$ cat src/hdl/ctsql_pkg.sv
`timescale 1ns / 1ps
// ----------------------------------------------------------------------------
// Condition-to-SQL translator package
// Shared types, keyword texts and status codes for the translator blocks.
// ----------------------------------------------------------------------------
package ctsql_pkg;

    // Keyword codes: the fixed texts that the back end expands byte by byte.
    typedef logic [3:0] kw_code_t;

    localparam kw_code_t KW_NONE       = 4'd0;
    localparam kw_code_t KW_WHERE      = 4'd1;
    localparam kw_code_t KW_GLOB       = 4'd2;
    localparam kw_code_t KW_OR         = 4'd3;
    localparam kw_code_t KW_AND        = 4'd4;
    localparam kw_code_t KW_NAME       = 4'd5;
    localparam kw_code_t KW_ORIGIN     = 4'd6;
    localparam kw_code_t KW_PREFIX     = 4'd7;
    localparam kw_code_t KW_MAINTAINER = 4'd8;
    localparam kw_code_t KW_COMMENT    = 4'd9;
    localparam kw_code_t KW_WWW        = 4'd10;
    localparam kw_code_t KW_FLATSIZE   = 4'd11;
    localparam kw_code_t KW_AUTOMATIC  = 4'd12;
    localparam kw_code_t KW_MESSAGE    = 4'd13;
    localparam kw_code_t KW_INFOS      = 4'd14;
    localparam kw_code_t KW_TIME       = 4'd15;

    // Status codes reported on the output.
    typedef logic [2:0] status_t;

    localparam status_t ST_OK          = 3'd0;
    localparam status_t ST_SEMICOLON   = 3'd1;
    localparam status_t ST_BAD_FIELD   = 3'd2;
    localparam status_t ST_UNEXPECTED  = 3'd3;
    localparam status_t ST_TILDE_INT   = 3'd4;
    localparam status_t ST_CMP_STRING  = 3'd5;
    localparam status_t ST_BANG        = 3'd6;
    localparam status_t ST_NUMBER      = 3'd7;

    // Depth of the command queue between front and back end.
    localparam int QDEPTH = 4;
    localparam int QPTR_W = $clog2(QDEPTH);
    localparam int QCNT_W = $clog2(QDEPTH + 1);

    // One command: everything a single input word makes the back end emit,
    // in order: keyword text, up to three literal bytes, a status result.
    typedef struct packed {
        kw_code_t        kw;
        logic [1:0]      lit_cnt;
        logic [2:0][7:0] lit;
        logic            stat_en;
        status_t         stat_code;
        logic            last;
    } cmd_t;

    // Number of bytes in a keyword text.
    function automatic logic [3:0] kw_len(kw_code_t kw);
        logic [3:0] len;
        unique case (kw)
            KW_WHERE:      len = 4'd7;
            KW_GLOB:       len = 4'd6;
            KW_OR:         len = 4'd4;
            KW_AND:        len = 4'd5;
            KW_NAME:       len = 4'd4;
            KW_ORIGIN:     len = 4'd6;
            KW_PREFIX:     len = 4'd6;
            KW_MAINTAINER: len = 4'd10;
            KW_COMMENT:    len = 4'd7;
            KW_WWW:        len = 4'd3;
            KW_FLATSIZE:   len = 4'd8;
            KW_AUTOMATIC:  len = 4'd9;
            KW_MESSAGE:    len = 4'd7;
            KW_INFOS:      len = 4'd5;
            KW_TIME:       len = 4'd4;
            default:       len = 4'd0;
        endcase
        return len;
    endfunction

    // Keyword text, left aligned and padded to ten characters.
    function automatic logic [79:0] kw_text(kw_code_t kw);
        logic [79:0] txt;
        unique case (kw)
            KW_WHERE:      txt = " WHERE    ";
            KW_GLOB:       txt = " GLOB     ";
            KW_OR:         txt = " OR       ";
            KW_AND:        txt = " AND      ";
            KW_NAME:       txt = "name      ";
            KW_ORIGIN:     txt = "origin    ";
            KW_PREFIX:     txt = "prefix    ";
            KW_MAINTAINER: txt = "maintainer";
            KW_COMMENT:    txt = "comment   ";
            KW_WWW:        txt = "www       ";
            KW_FLATSIZE:   txt = "flatsize  ";
            KW_AUTOMATIC:  txt = "automatic ";
            KW_MESSAGE:    txt = "message   ";
            KW_INFOS:      txt = "infos     ";
            KW_TIME:       txt = "time      ";
            default:       txt = '0;
        endcase
        return txt;
    endfunction

    // Byte at a position (0 to 9) of a keyword text.
    function automatic logic [7:0] kw_byte(kw_code_t kw, logic [3:0] idx);
        logic [79:0] txt;
        logic [3:0]  sh;
        txt = kw_text(kw);
        sh  = 4'd9 - idx;
        return txt[{sh, 3'b000} +: 8];
    endfunction

endpackage

$ cat src/hdl/ctsql_in_if.sv
`timescale 1ns / 1ps
// ----------------------------------------------------------------------------
// Condition input channel
// Carries one character of the condition expression per word.
// ----------------------------------------------------------------------------
interface ctsql_in_if;

    logic       valid;
    logic       ready;
    logic [7:0] in_char;
    logic       in_last;

    modport source (output valid, output in_char, output in_last, input ready);
    modport sink   (input valid, input in_char, input in_last, output ready);

endinterface

$ cat src/hdl/ctsql_out_if.sv
`timescale 1ns / 1ps
// ----------------------------------------------------------------------------
// SQL output channel
// Carries one SQL text byte or one status result per word.
// ----------------------------------------------------------------------------
interface ctsql_out_if;

    logic       valid;
    logic       ready;
    logic [7:0] out_char;
    logic       out_valid;
    logic       out_last;
    logic [2:0] status;

    modport source (output valid, output out_char, output out_valid, output out_last,
                    output status, input ready);
    modport sink   (input valid, input out_char, input out_valid, input out_last,
                    input status, output ready);

endinterface

$ cat src/hdl/condition_to_sql_translator.sv
`timescale 1ns / 1ps
// The first result word of a character passes through the command queue and then
// the registered output stage, when the queue and output stage are empty.
// Throughput: one output word per cycle, unless the output holds ready low, from the back
// end's single output register; a character causes from 0 to 10 words.
// A four-entry command queue lets input run ahead during keyword bursts.
// Reset: asynchronous, active low; parser returns to start and the queue empties.
// ----------------------------------------------------------------------------
// Condition-to-SQL translator
// Translates a condition expression into the text of an SQL WHERE clause.
// ----------------------------------------------------------------------------
module condition_to_sql_translator (
    input  logic        clk,
    input  logic        rst_n,
    ctsql_in_if.sink    cond,
    ctsql_out_if.source sql
);
    import ctsql_pkg::*;

    logic q_push;
    logic q_full;
    logic q_pop;
    logic q_nonempty;
    cmd_t q_in;
    cmd_t q_head;

    ctsql_front u_front (
        .clk   (clk),
        .rst_n (rst_n),
        .cond  (cond),
        .push  (q_push),
        .cmd   (q_in),
        .full  (q_full)
    );

    ctsql_queue u_queue (
        .clk      (clk),
        .rst_n    (rst_n),
        .push     (q_push),
        .push_cmd (q_in),
        .full     (q_full),
        .pop      (q_pop),
        .head     (q_head),
        .nonempty (q_nonempty)
    );

    ctsql_back u_back (
        .clk      (clk),
        .rst_n    (rst_n),
        .head     (q_head),
        .nonempty (q_nonempty),
        .pop      (q_pop),
        .sql      (sql)
    );

    // A byte word always carries an ok status.
    assert property (@(posedge clk) disable iff (!rst_n)
        (sql.valid && sql.out_valid) |-> (sql.status == ST_OK))
        else $error("byte word carries a non-zero status");

    // With nothing queued and nothing shown, no word can appear next cycle.
    assert property (@(posedge clk) disable iff (!rst_n)
        (!q_nonempty && !sql.valid) |=> !sql.valid)
        else $error("output word appeared without a queued command");

    // A full queue holds the input off.
    assert property (@(posedge clk) disable iff (!rst_n)
        q_full |-> !cond.ready)
        else $error("input accepted while command queue is full");

    // Commands are only taken from a queue that holds one.
    assert property (@(posedge clk) disable iff (!rst_n)
        q_pop |-> q_nonempty)
        else $error("command taken from an empty queue");

endmodule

$ cat src/hdl/ctsql_front.sv
`timescale 1ns / 1ps
// ----------------------------------------------------------------------------
// Translator front end
// Accepts characters, runs the parser state machine and turns each character
// into at most one command for the back end.
// ----------------------------------------------------------------------------
module ctsql_front (
    input  logic             clk,
    input  logic             rst_n,
    ctsql_in_if.sink         cond,
    output logic             push,
    output ctsql_pkg::cmd_t  cmd,
    input  logic             full
);
    import ctsql_pkg::*;

    // Parser phases.
    localparam logic [4:0] MD_START = 5'd0;
    localparam logic [4:0] MD_IDLE  = 5'd1;
    localparam logic [4:0] MD_FIELD = 5'd2;
    localparam logic [4:0] MD_OR    = 5'd3;
    localparam logic [4:0] MD_AND   = 5'd4;
    localparam logic [4:0] MD_OPS   = 5'd5;
    localparam logic [4:0] MD_OPI   = 5'd6;
    localparam logic [4:0] MD_EQS   = 5'd7;
    localparam logic [4:0] MD_EQI   = 5'd8;
    localparam logic [4:0] MD_BANGS = 5'd9;
    localparam logic [4:0] MD_BANGI = 5'd10;
    localparam logic [4:0] MD_VALS  = 5'd11;
    localparam logic [4:0] MD_VALI  = 5'd12;
    localparam logic [4:0] MD_NUM   = 5'd13;
    localparam logic [4:0] MD_BARE  = 5'd14;
    localparam logic [4:0] MD_DQ    = 5'd15;
    localparam logic [4:0] MD_SQ    = 5'd16;

    // Characters with a meaning to the parser.
    localparam logic [7:0] CH_SEMI  = ";";
    localparam logic [7:0] CH_PCT   = "%";
    localparam logic [7:0] CH_BAR   = "|";
    localparam logic [7:0] CH_AMP   = "&";
    localparam logic [7:0] CH_BANG  = "!";
    localparam logic [7:0] CH_EQ    = "=";
    localparam logic [7:0] CH_LT    = "<";
    localparam logic [7:0] CH_GT    = ">";
    localparam logic [7:0] CH_TILDE = "~";
    localparam logic [7:0] CH_DQ    = "\"";
    localparam logic [7:0] CH_SQ    = "'";
    localparam logic [7:0] CH_LPAR  = "(";
    localparam logic [7:0] CH_RPAR  = ")";
    localparam logic [7:0] CH_SPACE = " ";
    localparam logic [7:0] CH_TAB   = 8'h09;
    localparam logic [7:0] CH_CR    = 8'h0D;
    localparam logic [7:0] CH_ZERO  = "0";
    localparam logic [7:0] CH_NINE  = "9";

    logic [4:0] mode_reg, mode_next;
    logic       failed_reg, failed_next;
    status_t    fail_code_reg, fail_code_next;

    logic            accept;
    logic            c_ws;
    logic            c_dig;
    logic [4:0]      m;
    kw_code_t        kw;
    kw_code_t        col;
    logic            col_int;
    logic [2:0][7:0] lit;
    logic [1:0]      n;
    status_t         err;
    logic            go;
    logic            stat_en;
    status_t         stat_code;

    // Column keyword selected by the character after a field marker.
    function automatic kw_code_t col_lookup(logic [7:0] ch);
        kw_code_t k;
        unique case (ch)
            "n":     k = KW_NAME;
            "o":     k = KW_ORIGIN;
            "p":     k = KW_PREFIX;
            "m":     k = KW_MAINTAINER;
            "c":     k = KW_COMMENT;
            "w":     k = KW_WWW;
            "s":     k = KW_FLATSIZE;
            "a":     k = KW_AUTOMATIC;
            "M":     k = KW_MESSAGE;
            "i":     k = KW_INFOS;
            "t":     k = KW_TIME;
            default: k = KW_NONE;
        endcase
        return k;
    endfunction

    assign cond.ready = !full;
    assign accept     = cond.valid && !full;

    assign c_ws  = (cond.in_char == CH_SPACE) ||
                   (cond.in_char >= CH_TAB && cond.in_char <= CH_CR);
    assign c_dig = (cond.in_char >= CH_ZERO) && (cond.in_char <= CH_NINE);

    assign col     = col_lookup(cond.in_char);
    assign col_int = (col == KW_FLATSIZE) || (col == KW_AUTOMATIC) || (col == KW_TIME);

    // Parser: works out the next phase and the bytes this character produces.
    always_comb
    begin
        m         = mode_reg;
        kw        = KW_NONE;
        lit       = '0;
        n         = 2'd0;
        err       = ST_OK;
        go        = 1'b0;
        stat_en   = 1'b0;
        stat_code = ST_OK;

        // The first character of an expression opens the clause.
        if (mode_reg == MD_START)
        begin
            kw = KW_WHERE;
            m  = MD_IDLE;
        end

        if (!failed_reg)
        begin
            // Phases that look at the character before anything else.
            case (m)
                MD_FIELD:
                begin
                    if (col == KW_NONE)
                    begin
                        err = ST_BAD_FIELD;
                    end
                    else
                    begin
                        kw = col;
                        m  = col_int ? MD_OPI : MD_OPS;
                    end
                end
                MD_OR:
                begin
                    if (cond.in_char != CH_BAR)
                    begin
                        err = ST_UNEXPECTED;
                    end
                    else
                    begin
                        kw = KW_OR;
                        m  = MD_IDLE;
                    end
                end
                MD_AND:
                begin
                    if (cond.in_char != CH_AMP)
                    begin
                        err = ST_UNEXPECTED;
                    end
                    else
                    begin
                        kw = KW_AND;
                        m  = MD_IDLE;
                    end
                end
                MD_BANGS, MD_BANGI:
                begin
                    if (cond.in_char != CH_EQ)
                    begin
                        err = ST_BANG;
                    end
                    else
                    begin
                        lit[0] = CH_BANG;
                        lit[1] = CH_EQ;
                        n      = 2'd2;
                        m      = (m == MD_BANGS) ? MD_VALS : MD_VALI;
                    end
                end
                MD_EQS, MD_EQI:
                begin
                    m = (m == MD_EQS) ? MD_VALS : MD_VALI;
                    if (cond.in_char == CH_EQ)
                    begin
                        lit[0] = CH_EQ;
                        n      = 2'd1;
                    end
                    else
                    begin
                        go = 1'b1;
                    end
                end
                default:
                begin
                    go = 1'b1;
                end
            endcase

            if (go)
            begin
                if (cond.in_char == CH_SEMI)
                begin
                    err = ST_SEMICOLON;
                end
                else
                begin
                    case (m)
                        MD_OPS, MD_OPI:
                        begin
                            if (c_ws)
                            begin
                                lit[0] = cond.in_char;
                                n      = 2'd1;
                            end
                            else if (cond.in_char == CH_TILDE)
                            begin
                                if (m == MD_OPI)
                                begin
                                    err = ST_TILDE_INT;
                                end
                                else
                                begin
                                    kw = KW_GLOB;
                                    m  = MD_VALS;
                                end
                            end
                            else if (cond.in_char == CH_LT || cond.in_char == CH_GT)
                            begin
                                if (m == MD_OPS)
                                begin
                                    err = ST_CMP_STRING;
                                end
                                else
                                begin
                                    lit[0] = cond.in_char;
                                    n      = 2'd1;
                                    m      = MD_EQI;
                                end
                            end
                            else if (cond.in_char == CH_EQ)
                            begin
                                lit[0] = cond.in_char;
                                n      = 2'd1;
                                m      = (m == MD_OPI) ? MD_EQI : MD_EQS;
                            end
                            else if (cond.in_char == CH_BANG)
                            begin
                                m = (m == MD_OPI) ? MD_BANGI : MD_BANGS;
                            end
                        end
                        MD_VALS:
                        begin
                            if (c_ws)
                            begin
                                lit[0] = cond.in_char;
                                n      = 2'd1;
                            end
                            else
                            begin
                                lit[0] = CH_SQ;
                                n      = 2'd1;
                                if (cond.in_char == CH_DQ)
                                begin
                                    m = MD_DQ;
                                end
                                else if (cond.in_char == CH_SQ)
                                begin
                                    m = MD_SQ;
                                end
                                else
                                begin
                                    lit[1] = cond.in_char;
                                    n      = 2'd2;
                                    m      = MD_BARE;
                                end
                            end
                        end
                        MD_VALI:
                        begin
                            if (c_ws)
                            begin
                                lit[0] = cond.in_char;
                                n      = 2'd1;
                            end
                            else if (!c_dig)
                            begin
                                err = ST_NUMBER;
                            end
                            else
                            begin
                                lit[0] = cond.in_char;
                                n      = 2'd1;
                                m      = MD_NUM;
                            end
                        end
                        MD_NUM:
                        begin
                            if (c_ws)
                            begin
                                lit[0] = cond.in_char;
                                n      = 2'd1;
                                m      = MD_IDLE;
                            end
                            else if (!c_dig)
                            begin
                                err = ST_NUMBER;
                            end
                            else
                            begin
                                lit[0] = cond.in_char;
                                n      = 2'd1;
                            end
                        end
                        MD_BARE, MD_DQ, MD_SQ:
                        begin
                            if ((m == MD_BARE && c_ws) ||
                                (m == MD_DQ && cond.in_char == CH_DQ) ||
                                (m == MD_SQ && cond.in_char == CH_SQ))
                            begin
                                lit[0] = CH_SQ;
                                n      = 2'd1;
                                m      = MD_IDLE;
                            end
                            else
                            begin
                                // Single quotes inside a value are doubled.
                                lit[0] = cond.in_char;
                                lit[1] = cond.in_char;
                                n      = (cond.in_char == CH_SQ) ? 2'd2 : 2'd1;
                            end
                        end
                        default:
                        begin
                            m = MD_IDLE;
                            if (cond.in_char == CH_PCT)
                            begin
                                m = MD_FIELD;
                            end
                            else if (cond.in_char == CH_LPAR || cond.in_char == CH_RPAR ||
                                     cond.in_char == CH_SPACE || cond.in_char == CH_TAB)
                            begin
                                lit[0] = cond.in_char;
                                n      = 2'd1;
                            end
                            else if (cond.in_char == CH_BAR)
                            begin
                                m = MD_OR;
                            end
                            else if (cond.in_char == CH_AMP)
                            begin
                                m = MD_AND;
                            end
                            else
                            begin
                                err = ST_UNEXPECTED;
                            end
                        end
                    endcase
                end
            end

            // End of input: pending phases either fail or close.
            if (err == ST_OK && cond.in_last)
            begin
                case (m)
                    MD_FIELD:         err = ST_BAD_FIELD;
                    MD_OR, MD_AND:    err = ST_UNEXPECTED;
                    MD_BANGS, MD_BANGI: err = ST_BANG;
                    MD_BARE:
                    begin
                        lit[n] = CH_SQ;
                        n      = n + 2'd1;
                    end
                    default:          ;
                endcase
            end

            if (err != ST_OK)
            begin
                stat_en   = 1'b1;
                stat_code = err;
            end
        end

        // A final character that produced nothing still gets one result.
        if (cond.in_last && kw == KW_NONE && n == 2'd0 && !stat_en)
        begin
            stat_en   = 1'b1;
            stat_code = failed_reg ? fail_code_reg : ST_OK;
        end
    end

    // Command to the queue; characters that produce nothing are not queued.
    always_comb
    begin
        cmd.kw        = kw;
        cmd.lit_cnt   = n;
        cmd.lit       = lit;
        cmd.stat_en   = stat_en;
        cmd.stat_code = stat_code;
        cmd.last      = cond.in_last;
    end

    assign push = accept && (kw != KW_NONE || n != 2'd0 || stat_en);

    // Parser state update on each accepted word.
    always_comb
    begin
        mode_next      = mode_reg;
        failed_next    = failed_reg;
        fail_code_next = fail_code_reg;
        if (accept)
        begin
            if (cond.in_last)
            begin
                mode_next      = MD_START;
                failed_next    = 1'b0;
                fail_code_next = ST_OK;
            end
            else
            begin
                mode_next = m;
                if (err != ST_OK)
                begin
                    failed_next    = 1'b1;
                    fail_code_next = err;
                end
            end
        end
    end

    always_ff @(posedge clk or negedge rst_n)
    begin
        if (!rst_n)
        begin
            mode_reg      <= MD_START;
            failed_reg    <= 1'b0;
            fail_code_reg <= ST_OK;
        end
        else
        begin
            mode_reg      <= mode_next;
            failed_reg    <= failed_next;
            fail_code_reg <= fail_code_next;
        end
    end

endmodule

$ cat src/hdl/ctsql_queue.sv
`timescale 1ns / 1ps
// ----------------------------------------------------------------------------
// Translator command queue
// Short FIFO of commands between the front and back end.
// ----------------------------------------------------------------------------
module ctsql_queue (
    input  logic             clk,
    input  logic             rst_n,
    input  logic             push,
    input  ctsql_pkg::cmd_t  push_cmd,
    output logic             full,
    input  logic             pop,
    output ctsql_pkg::cmd_t  head,
    output logic             nonempty
);
    import ctsql_pkg::*;

    cmd_t                entries_reg [QDEPTH];
    logic [QPTR_W-1:0]   wr_ptr_reg, wr_ptr_next;
    logic [QPTR_W-1:0]   rd_ptr_reg, rd_ptr_next;
    logic [QCNT_W-1:0]   count_reg, count_next;

    assign full     = (count_reg == QCNT_W'(QDEPTH));
    assign nonempty = (count_reg != '0);
    assign head     = entries_reg[rd_ptr_reg];

    // Pointer and fill level update.
    always_comb
    begin
        wr_ptr_next = wr_ptr_reg;
        rd_ptr_next = rd_ptr_reg;
        count_next  = count_reg;
        if (push)
        begin
            wr_ptr_next = (wr_ptr_reg == QPTR_W'(QDEPTH - 1)) ? '0 : wr_ptr_reg + 1'b1;
        end
        if (pop)
        begin
            rd_ptr_next = (rd_ptr_reg == QPTR_W'(QDEPTH - 1)) ? '0 : rd_ptr_reg + 1'b1;
        end
        if (push && !pop)
        begin
            count_next = count_reg + 1'b1;
        end
        else if (pop && !push)
        begin
            count_next = count_reg - 1'b1;
        end
    end

    always_ff @(posedge clk or negedge rst_n)
    begin
        if (!rst_n)
        begin
            wr_ptr_reg <= '0;
            rd_ptr_reg <= '0;
            count_reg  <= '0;
        end
        else
        begin
            wr_ptr_reg <= wr_ptr_next;
            rd_ptr_reg <= rd_ptr_next;
            count_reg  <= count_next;
        end
    end

    // Entry storage needs no reset.
    always_ff @(posedge clk)
    begin
        if (push)
        begin
            entries_reg[wr_ptr_reg] <= push_cmd;
        end
    end

endmodule

$ cat src/hdl/ctsql_back.sv
`timescale 1ns / 1ps
// ----------------------------------------------------------------------------
// Translator back end
// Expands the command at the head of the queue into output words, one per
// cycle while the output is ready, through a registered output stage.
// ----------------------------------------------------------------------------
module ctsql_back (
    input  logic             clk,
    input  logic             rst_n,
    input  ctsql_pkg::cmd_t  head,
    input  logic             nonempty,
    output logic             pop,
    ctsql_out_if.source      sql
);
    import ctsql_pkg::*;

    logic [3:0] pos_reg, pos_next;
    logic       ovalid_reg, ovalid_next;
    logic [7:0] char_reg, char_next;
    logic       byte_reg, byte_next;
    logic       last_reg, last_next;
    status_t    status_reg, status_next;

    logic [3:0] klen;
    logic [3:0] rest;
    logic [3:0] total;
    logic       fin;
    logic       load;

    assign klen  = kw_len(head.kw);
    assign rest  = pos_reg - klen;
    assign total = klen + {2'b00, head.lit_cnt} + {3'b000, head.stat_en};
    assign fin   = (pos_reg == total - 4'd1);
    assign load  = nonempty && (!ovalid_reg || sql.ready);
    assign pop   = load && fin;

    // Pick the word at the current position: keyword, literal or status.
    always_comb
    begin
        char_next   = char_reg;
        byte_next   = byte_reg;
        last_next   = last_reg;
        status_next = status_reg;
        if (load)
        begin
            last_next = head.last && fin;
            if (pos_reg < klen)
            begin
                char_next   = kw_byte(head.kw, pos_reg);
                byte_next   = 1'b1;
                status_next = ST_OK;
            end
            else if (rest < {2'b00, head.lit_cnt})
            begin
                char_next   = head.lit[rest[1:0]];
                byte_next   = 1'b1;
                status_next = ST_OK;
            end
            else
            begin
                char_next   = 8'd0;
                byte_next   = 1'b0;
                status_next = head.stat_code;
            end
        end
    end

    // Output handshake and position within the command.
    always_comb
    begin
        ovalid_next = ovalid_reg;
        pos_next    = pos_reg;
        if (load)
        begin
            ovalid_next = 1'b1;
            pos_next    = fin ? 4'd0 : pos_reg + 4'd1;
        end
        else if (sql.ready)
        begin
            ovalid_next = 1'b0;
        end
    end

    always_ff @(posedge clk or negedge rst_n)
    begin
        if (!rst_n)
        begin
            ovalid_reg <= 1'b0;
            pos_reg    <= 4'd0;
        end
        else
        begin
            ovalid_reg <= ovalid_next;
            pos_reg    <= pos_next;
        end
    end

    always_ff @(posedge clk)
    begin
        char_reg   <= char_next;
        byte_reg   <= byte_next;
        last_reg   <= last_next;
        status_reg <= status_next;
    end

    assign sql.valid     = ovalid_reg;
    assign sql.out_char  = char_reg;
    assign sql.out_valid = byte_reg;
    assign sql.out_last  = last_reg;
    assign sql.status    = status_reg;

endmodule
$ cat src/flat_wrapper.sv
// flat-port wrapper written by rule: the top's interface ports become plain ports
module condition_to_sql_translator_flat import ctsql_pkg::*;
  (clk, rst_n, cond_valid, cond_in_char, cond_in_last, cond_ready, sql_valid, sql_out_char, sql_out_valid, sql_out_last, sql_status, sql_ready);
  ctsql_in_if cond_i ();
  ctsql_out_if sql_i ();
  input  logic clk;
  input  logic rst_n;
  input wire logic [$bits(cond_i.valid)-1:0] cond_valid;
  input wire logic [$bits(cond_i.in_char)-1:0] cond_in_char;
  input wire logic [$bits(cond_i.in_last)-1:0] cond_in_last;
  output wire logic [$bits(cond_i.ready)-1:0] cond_ready;
  output wire logic [$bits(sql_i.valid)-1:0] sql_valid;
  output wire logic [$bits(sql_i.out_char)-1:0] sql_out_char;
  output wire logic [$bits(sql_i.out_valid)-1:0] sql_out_valid;
  output wire logic [$bits(sql_i.out_last)-1:0] sql_out_last;
  output wire logic [$bits(sql_i.status)-1:0] sql_status;
  input wire logic [$bits(sql_i.ready)-1:0] sql_ready;
  assign cond_i.valid = cond_valid;
  assign cond_i.in_char = cond_in_char;
  assign cond_i.in_last = cond_in_last;
  assign cond_ready = cond_i.ready;
  assign sql_valid = sql_i.valid;
  assign sql_out_char = sql_i.out_char;
  assign sql_out_valid = sql_i.out_valid;
  assign sql_out_last = sql_i.out_last;
  assign sql_status = sql_i.status;
  assign sql_i.ready = sql_ready;
  condition_to_sql_translator u_core (.clk(clk), .rst_n(rst_n), .cond(cond_i), .sql(sql_i));
endmodule
$ cat config.mk
export PLATFORM = sky130hd
export DESIGN_NAME = condition_to_sql_translator_flat
export DESIGN_NICKNAME = d
export VERILOG_FILES = /design/src/hdl/ctsql_pkg.sv /design/src/hdl/ctsql_in_if.sv /design/src/hdl/ctsql_out_if.sv /design/src/hdl/condition_to_sql_translator.sv /design/src/hdl/ctsql_front.sv /design/src/hdl/ctsql_queue.sv /design/src/hdl/ctsql_back.sv /design/src/flat_wrapper.sv
export SDC_FILE = /design/constraint.sdc
export NUM_CORES = 1
export LEC_CHECK = 0
export BUFFER_PORTS_ARGS = -buffer_cell sky130_fd_sc_hd__buf_2
export CELL_PAD_IN_SITES_DETAIL_PLACEMENT = 1
export CELL_PAD_IN_SITES_GLOBAL_PLACEMENT = 1
export CORE_MARGIN = 5
export CORE_UTILIZATION = 47
export CTS_BUF_LIST = sky130_fd_sc_hd__clkbuf_8
export CTS_CLUSTER_SIZE = 8
export DETAILED_ROUTE_END_ITERATION = 8
export PLACE_DENSITY = 0.85
export SYNTH_ARGS = -nofsm -noshare
export SYNTH_HDL_FRONTEND = slang
export SYNTH_SLANG_ARGS = --single-unit
$ cat constraint.sdc
create_clock -name clk -period 6.2 [get_ports clk]
set_clock_uncertainty 0.05 [all_clocks]
set_input_delay 0.62 -clock clk [delete_from_list [all_inputs] [get_ports clk]]
set_output_delay 0.62 -clock clk [all_outputs]
set_load 0.01 [all_outputs]
---- Word-level counts from Yosys, hierarchy flattened ----
Memories as Yosys holds them, arrays and structs flattened.
Cells that the tools add are included.
W data, S select, Z words.
cells by class
  $add $sub $neg .......................... 11
  $lt $le $gt $ge ......................... 9
  eq/ne operators ......................... 57
  shift-type cells ........................ 1
  mux-type cells .......................... 156
  bitwise operators ....................... 3
  reduce and logical (&&, ||, !) cells .... 58
operator list
  operator              count
  $mux W8               20
  $mux W80              2
  $mux W5               25
  $eq A8 B7 Y1 const B  13
  $eq A8 B6 Y1 const B  12
  $mux W3               32
  $shiftx A80 B8 Y8     1
  $mux W24              3
  $mux W2               28
  $eq A5 B4 Y1 const B  11
  $pmux W5 S5           2
  $mux W16              3
  $mux W4               12
  $pmux W4 S11          1
  $pmux W8 S2           2
  $pmux W8 S4           1
  $eq A5 B3 Y1 const B  5
  $eq A5 B2 Y1 const B  4
  $pmux W3 S3           2
  $logic_and A1 B1 Y1   17
  $bmux W8 S2           1
  $demux W8 S2          1
  $ne A8 B6 Y1 const B  2
  $mux W1               14
  other kinds (48)      81
storage, ports and cells
  bits in registers ....................... 34
  memory bits (writable) .................. 140
  bits in read-only memories .............. 1,088
  input port bits ......................... 13
  output and inout port bits .............. 15
  word-level logic and storage cells ...... 310
  memories kept ........................... 3
memory list
  memory                      depth  width  read ports  clocked after Yosys merged registers in  wr ports  RTL line           text
  (no name shown)             16     64     1           0                                        0         ctsql_pkg.sv:83    unique case (kw)
  u_core.u_queue.entries_reg  4      35     1           0                                        1         ctsql_queue.sv:18  cmd_t entries_reg [QDEPTH];
  (no name shown)             16     4      1           0                                        0         ctsql_pkg.sv:59    unique case (kw)

---- Logic depth before layout (Yosys ltp) ----
Gate-level depths: netlist of the first run.
  word-level depth ........................ 37
  gate-level depth with buffers ........... 26
  depth with buffers taken out ............ 23

---- By module ----
From an unflattened synthesis of the first run, not the netlist that was laid out.
second synthesis, totals
  cells, all modules ...................... 1,069
  area, all modules ....................... 11,616.1 sq um
modules (own cells, without submodules)
  module       times used  cells an instance  area an instance (sq um)  seq. area each (sq um)
  ctsql_queue  1           220                5,522.8                   4,379.2
  ctsql_front  1           516                3,420.8                   225.2
  ctsql_back   1           333                2,672.6                   515.5

---- Least setup slack after synthesis of the first run ----
Ideal clock, no wire load.
  path kind ............................... reg2reg
  start point ............................. register u_core.u_queue.rd_ptr_reg[0]
  end point ............................... register u_core.u_queue.count_reg[1]
  library setup time ...................... 0.125 ns
  arrival ................................. 5.612 ns
  data required time ...................... 6.025 ns
  setup slack ............................. 0.413 ns
  stages on the path, launching flop included .. 21
  path buffers ............................ 4
  clock period less this slack ............ 5.787 ns
  cells stage by stage .................... dfrtp_1 -> clkbuf_1 -> buf_1 -> buf_1 -> clkbuf_1 -> mux4_2 -> inv_1 -> ha_1 -> inv_1 -> ha_1 -> a21o_1 -> a21oi_1 -> xor2_1 -> xnor2_1 -> xnor2_1 -> nor4_1 -> nand2_1 -> ha_1 -> inv_1 -> fa_1 -> mux2_2
between the ends
  cells in the longest elaborated chain, start to end .. 10
  elaborated cells on any way between the ends .. 12
  classes of those cells .................. add/sub: 3; eq/ne: 1; mux: 1; reduce/logical: 5; memory: 2
ends and longest elaborated chain
  what                              RTL line           text
  from (decl)                       ctsql_queue.sv:20  logic [QPTR_W-1:0] rd_ptr_reg, rd_ptr_next;
  from (signal assigned)            ctsql_queue.sv:62  rd_ptr_reg <= rd_ptr_next;
  $mem_v2 Z4 W35 (*)                -
  $mem_v2 Z16 W4                    -
  $add A4 B2 Y4                     ctsql_back.sv:32   assign total = klen + {2'b00, head.lit_cnt} + {3'b000, head.stat_en};
  $add A4 B1 Y4 (*)                 ctsql_back.sv:32
  $sub A4 B1 Y4 (*)                 ctsql_back.sv:33   assign fin = (pos_reg == total - 4'd1);
  $eq A4 B4 Y1 (*)                  ctsql_back.sv:33
  $logic_and A1 B1 Y1 (*)           ctsql_back.sv:35   assign pop = load && fin;
  $logic_not A1 Y1 (*)              ctsql_queue.sv:41  if (push && !pop)
  $logic_and A1 B1 Y1 (*)           ctsql_queue.sv:41
  $mux W3 (*)                       ctsql_queue.sv:41
  via u_core.u_queue.count_next[1]  ctsql_queue.sv:21  logic [QCNT_W-1:0] count_reg, count_next;
  to (signal assigned)              ctsql_queue.sv:63  count_reg <= count_next;
  to (decl)                         ctsql_queue.sv:21
The timed path passes the listed nets; every way through them passes the cells marked *.
A chain may end at the register's enable or synchronous reset.

---- Final worst setup path of the first run ----
Ends and elaborated chain as after synthesis.

==> flow_summary.ini, run 1 <==
[synth]
synth.avg_cell_area_sq_um = 9.95
synth_edf_count = 125
yosysSeqAreaShare = 0.425
synthArstFlopShare = 0.144
synth_nets = 1055
synth_area_sq_um = 10100
synthFlopType = edfxtp_1
yosysMostFrequentCell = edfxtp_1
yosysUniqueCellTypes = 96
ys_seq_elements = 146
synth.top_cell.area_share = 0.373
yosys_warnings = 0
yosys-top-cells-count = edfxtp_1 (125), nand2_1 (113), a21oi_1 (70), nor2_1 (66), o21ai_0 (61)
synth_top_area_cell = edfxtp_1
netlist_instances = 1011
synth_area_leaders = edfxtp_1 (37%), mux4_2 (5.8%), dfrtp_1 (5.2%)

[clock_tree]
cts_num_sinks = 146
cts_tree = built
cts.clk_slew.worst_paths_ps = 90
cts-buffers-inserted = 17
clock_latency_ps = 470
htreeDepth = 4
hold_buffers = 0
cts_buffer_depth = 2
postCtsSetupRepairBufs = 0
ctsRootBufferMaster = clkbuf_8
postCtsResizedCells = 0

[hold_path]
hold_class = input pin to async pin

[setup_path]
arrival_ps = 6120
max_stage_delay_ps = 690
cp_cell_sequence = mux4_2, inv_1, ha_1, nand2_1, a21oi_1, a211o_1, inv_1, ha_1, inv_1, ha_1, a21o_1, a21oi_1, xor2_1, xnor2_1, xnor2_1, nor4_1, buf_4, nand2_1, ha_1, inv_1, fa_1, mux2_2
crit_slowest_cell = mux4_2
end_kind = flip-flop
setup.worst_path.class = flip-flop to flip-flop
crit_fanout = 11
required_ps = 6500
start_kind = flip-flop

[sta]
fin_setup_tns_ps = 0
grt_setup_unrepaired = no
setup_viol = 0
setup_slack_ps = 379
finalHoldViolCount = 0
min_period_ps = 5820
fin_crit_sh = 0.939
fmax_mhz = 172
worst_slew_pin_slew_ps = 971
final_max_slew_viol_count = 0
slew_headroom = 0.351

[drt]
ant_nets = 0
drtPass1Iterations = 5
wl_microns = 30900
vias_per_cell = 6.53
dr_total_vias = 8577
drt_iter0_markers = 729
wl_per_cell_microns = 23.5
drcViolationCount = 0

[cells_and_area]
insertedDiodeCount = 0
n_fill_cell = 2360
drive_above_1_share = 0.164
largest_reg_flops = 112
nNetsFinal = 1069
final-seq-area_sq_um = 4280
multiInputGateArea_sq_um = 5330
synthToLayoutAreaGrowth_pct = 9.26

[global_route]
grt_remaining_overflow = 0
grt_pass1_wl_microns = 49300
grt_max_degree = 50
first_global_vias = 8779
track_usage = 0.257
grt_antenna_before_repair = 0

[die]
die_h_microns = 156
start_util = 0.478
pin_count = 28
dieArea_sq_um = 24400
num_rows = 53
coreArea_sq_um = 21000
die_x_microns = 156

[pwr]
cellPowerDensity_nw_per_um2 = 532
p_leak_uw = 0.00405
ir_drop_v = 0.000205

[placed_design]
dp_hpwl_microns = 22900
port_buffers = 27
place_worst_setup_slack_ps = 343
gp_congestion = 0.991

[job]
max_cap_violations = 0

[status]
outcome = finished clean
[power by group]
part	switching [uW]	total (uW)	leakage [uW]	internal, uW
registers	125	1530	0.00144	1400
clock network	406	741	0.000200	335
logic	2230	3580	0.00241	1350
total	2760	5840	0.00405	3080
[through the flow]
stage / instance area, sq um / std cells / hold slack, ps / utilization / total power (uW)
2_1_floorplan: 10100 / 1011 / 274 / - / 3980
3_3_place_gp: 10600 / 1281 / 426 / 0.504 / 4890
3_5_place_dp: 10600 / 1281 / 438 / 0.504 / 5070
4_1_cts: 11000 / 1313 / 46.5 / 0.523 / 5840
5_1_grt: 11000 / 1313 / 77.4 / 0.523 / 6270
6_report: 11000 / 1313 / 67.8 / 0.523 / 5840
[critical path, delay by kind of cell (launching register included)]
kind                     cells  cell delay, ps
AO/OA/AOI/OAI                4             790
AND/OR/NAND/NOR              3             640
XOR/XNOR                     3             450
adder cells (fa/ha/maj)      5            1580
buffers and inverters        5             700
flip-flops                   1             550
multiplexers                 2             960
[final timing paths]
path	startpoint	endpoint	slack [ps]	depth (start not counted)
hold reg to reg	u_core.u_back.sql.valid	u_core.u_back.sql.valid	450	2
hold / removal	rst_n	u_core.u_queue.count_reg[0]	70	1
max in group asynchronous	rst_n	u_core.u_queue.rd_ptr_reg[0]	5640	1
min in group clk	sql_ready	u_core.u_back.sql.valid	350	4
setup / recovery	u_core.u_queue.rd_ptr_reg[0]	u_core.u_queue.count_reg[1]	380	22
setup reg to reg	u_core.u_queue.rd_ptr_reg[0]	u_core.u_queue.count_reg[1]	380	22
[layout make-up]
| type | instances | area share |
|---|---|---|
| Tap cell | 275 | 0.0313 |
| Timing Repair Buffer | 70 | 0.0462 |
| Multi-Input combinational cell | 755 | 0.485 |
| Clock buffer | 17 | 0.0213 |
| Inverter | 35 | 0.0120 |
| Sequential cell | 146 | 0.390 |
| Clock inverter | 15 | 0.0148 |
[metal layers]
metal	track usage	up-vias	wire (microns)
met5	0	-	0
met4	0.0864	0	909
met3	0.0404	67	1510
met2	0.446	299	15800
met1	0.328	4284	12700
li1	-	3927	-
[placed cells by master, fill, tap and decap left out, drive strengths merged, types with 8 or more instances in the layout]
cell and n:
xnor2 8, or3 8, o31ai 9, mux4 26, and2 19, mux2i 12, a211oi 14, o21ai 68
nand3 29, nor2 66, a21o 12, nand2 114, nor4 10, buf 70, a31oi 28, clkbuf 17
ha 28, nor3 29, inv 43, edfxtp 125, o211ai 14, nand2b 9, a21oi 73, mux2 9
and3 18, o22ai 14, dfrtp 21
[cell families after synthesis]
group / count (synthesis) / share of synthesized area
AO/OA/AOI/OAI: 317 / 0.220
XOR/XNOR: 15 / 0.0131
adder cells (fa/ha/maj): 31 / 0.0408
buffers and inverters: 110 / 0.0448
flip-flops: 146 / 0.425
multiplexers: 47 / 0.0810
AND/OR/NAND/NOR: 345 / 0.175
No activity file was read; power rests on OpenSTA's default activity.
==> run 2: changes to the inputs <==
- CORE_UTILIZATION: 47 -> 35
- PLACE_DENSITY: 0.85 -> 0.68
==> run 2 against run 1 <==
First-iteration DRC count shrank 21%. Final cell count up 8.5%. Flip-flop and latch count unchanged. Global-route usage decreased by 7.0 points. Combinational power fell by 2%. Via count fell by 1.6%. Largest cell class unchanged. Non-clock buffer count is 3 higher. Register-to-register slack gained 80 ps. Worst setup slack better by 78 ps. Wire length is 1.6% lower.
==> flow_summary.ini, run 2 (synthesis gave the netlist of run 1 again) <==
[sta]
fin_setup_tns_ps = 0
setup_viol = 0
slew_headroom = 0.329
grt_setup_unrepaired = no
fin_crit_sh = 0.926
holdWs_ps = 96.0
fmax_mhz = 174
final_max_slew_viol_count = 0
worst_slew_pin_slew_ps = 1000
finalHoldViolCount = 0
min_period_ps = 5740

[drt]
drcViolationCount = 0
dr_total_vias = 8440
ant_nets = 0
wl_microns = 30400
vias_per_cell = 5.92
wl_per_cell_microns = 21.3
drt_iter0_markers = 576
drtPass1Iterations = 5

[global_route]
track_usage = 0.187
first_global_vias = 8827
grt_antenna_before_repair = 0
grt_pass1_wl_microns = 49400
grt_remaining_overflow = 0
grt_max_degree = 49

[pwr]
power_frac_seq = 0.265
comb_power_share = 0.614
ir_drop_v = 0.000211
p_switching_uw = 2660
pwr-share-clk = 0.121
p_int_uw = 3070
p_leak_uw = 0.00404
cellPowerDensity_nw_per_um2 = 515
p_sw_frac = 0.465
power_uw = 5730

[die]
coreArea_sq_um = 28500
die_x_microns = 180
num_rows = 62
start_util = 0.352
die_h_microns = 180
dieArea_sq_um = 32200
pin_count = 28

[setup_path]
setup.worst_path.class = flip-flop to flip-flop
crit_fanout = 11
path_common_cell = inv_1
cp_cell_sequence = mux4_2, inv_1, ha_2, nand2_1, a21oi_1, a211o_1, inv_1, ha_1, inv_1, ha_1, a21o_1, a21oi_1, xor2_1, xnor2_1, xnor2_1, nor4_1, buf_4, nand2_1, ha_1, inv_1, fa_1, mux2_2
start_kind = flip-flop
end_kind = flip-flop
crit_slowest_cell = mux4_2
required_ps = 6470
max_stage_delay_ps = 680
arrival_ps = 6020

[job]
max_cap_violations = 0

[cells_and_area]
final_common_cell = edfxtp_1
nNetsFinal = 1072
insertedDiodeCount = 0
largest_reg_flops = 112
layout_common_cells = edfxtp_1 (125), nand2_1 (113), a21oi_1 (70)
final_util = 0.390
synthToLayoutAreaGrowth_pct = 10.6
drive_above_1_share = 0.166

[placed_design]
port_buffers = 27
dp_hpwl_microns = 22500
gp_congestion = 0.911

[clock_tree]
cts_tree = built
cts_buffer_depth = 2
htreeDepth = 4
clock_latency_ps = 450
ctsRootBufferMaster = clkbuf_8
cts-buffers-inserted = 17
cts.clk_slew.worst_paths_ps = 90
cts_num_sinks = 146

[hold_path]
hold_class = input pin to async pin

[status]
outcome = finished clean
==> run 2: metal layers <==
layer  vias up  part of all wire  global-route usage
li1       3925                 -                   -
met2       218              0.50               0.329
met4         0             0.034              0.0750
met3        64             0.036              0.0271
met1      4233              0.43               0.231
met5         -                 0                   0
==> run 2: cell type report <==
type | instances | area [sq um]
fill | 3278 | 17400
timing repair buffer | 73 | 531
sequential | 146 | 4280
tap | 384 | 480
clock inverter | 15 | 133
clock buffer | 17 | 234
inverter | 35 | 131
multi-input combinational | 755 | 5330
==> run 2: power groups by stage <==
stage / logic, uW / clock network [uW] / registers (uW)
after floorplan: 2460 / 0 / 1530
after global placement: 3440 / 0 / 1530
after detailed placement: 3510 / 0 / 1540
after CTS: 3540 / 715 / 1520
after global routing: 3900 / 763 / 1550
final: 3520 / 692 / 1520
==> run 2: timing repair <==
item | 4_1_cts | 5_1_grt
endpoints found under the hold margin | 0 | 0
gates resized for setup | 0 | 1
hold buffers | 0 | 0
setup buffers | 0 | 0
setup endpoints to repair | 0 | 1
==> run 2: metrics by stage <==
stage                     std cells  setup WS [ps]  instance area, sq um
after global placement         1393            282                 10800
after global routing           1425           35.8                 11100
after floorplan                1011            413                 10100
final                          1425            457                 11100
after detailed placement       1393            244                 10800
after CTS                      1425            388                 11100
==> run 2: worst paths after layout <==
| check | start | to | slack (ps) | cells after the start |
|---|---|---|---|---|
| min in group clk | sql_ready | u_core.u_back.sql.valid | 380 | 4 |
| max in group asynchronous | rst_n | u_core.u_queue.rd_ptr_reg[0] | 5620 | 1 |
| setup / recovery | u_core.u_queue.rd_ptr_reg[0] | u_core.u_queue.count_reg[1] | 460 | 22 |
| hold / removal | rst_n | u_core.u_queue.wr_ptr_reg[0] | 100 | 1 |
| hold reg to reg | u_core.u_back.sql.valid | u_core.u_back.sql.valid | 460 | 2 |
| setup reg to reg | u_core.u_queue.rd_ptr_reg[0] | u_core.u_queue.count_reg[1] | 460 | 22 |
==> run 2: worst max-delay path: cells and delay by family, from the launching register on <==
kind	cells	cell delay [ps]
fa+ha+maj	5	1610
buf+inv	5	670
flops	1	570
compound gates	4	800
xor+xnor	3	430
mux	2	950
simple gates	3	540
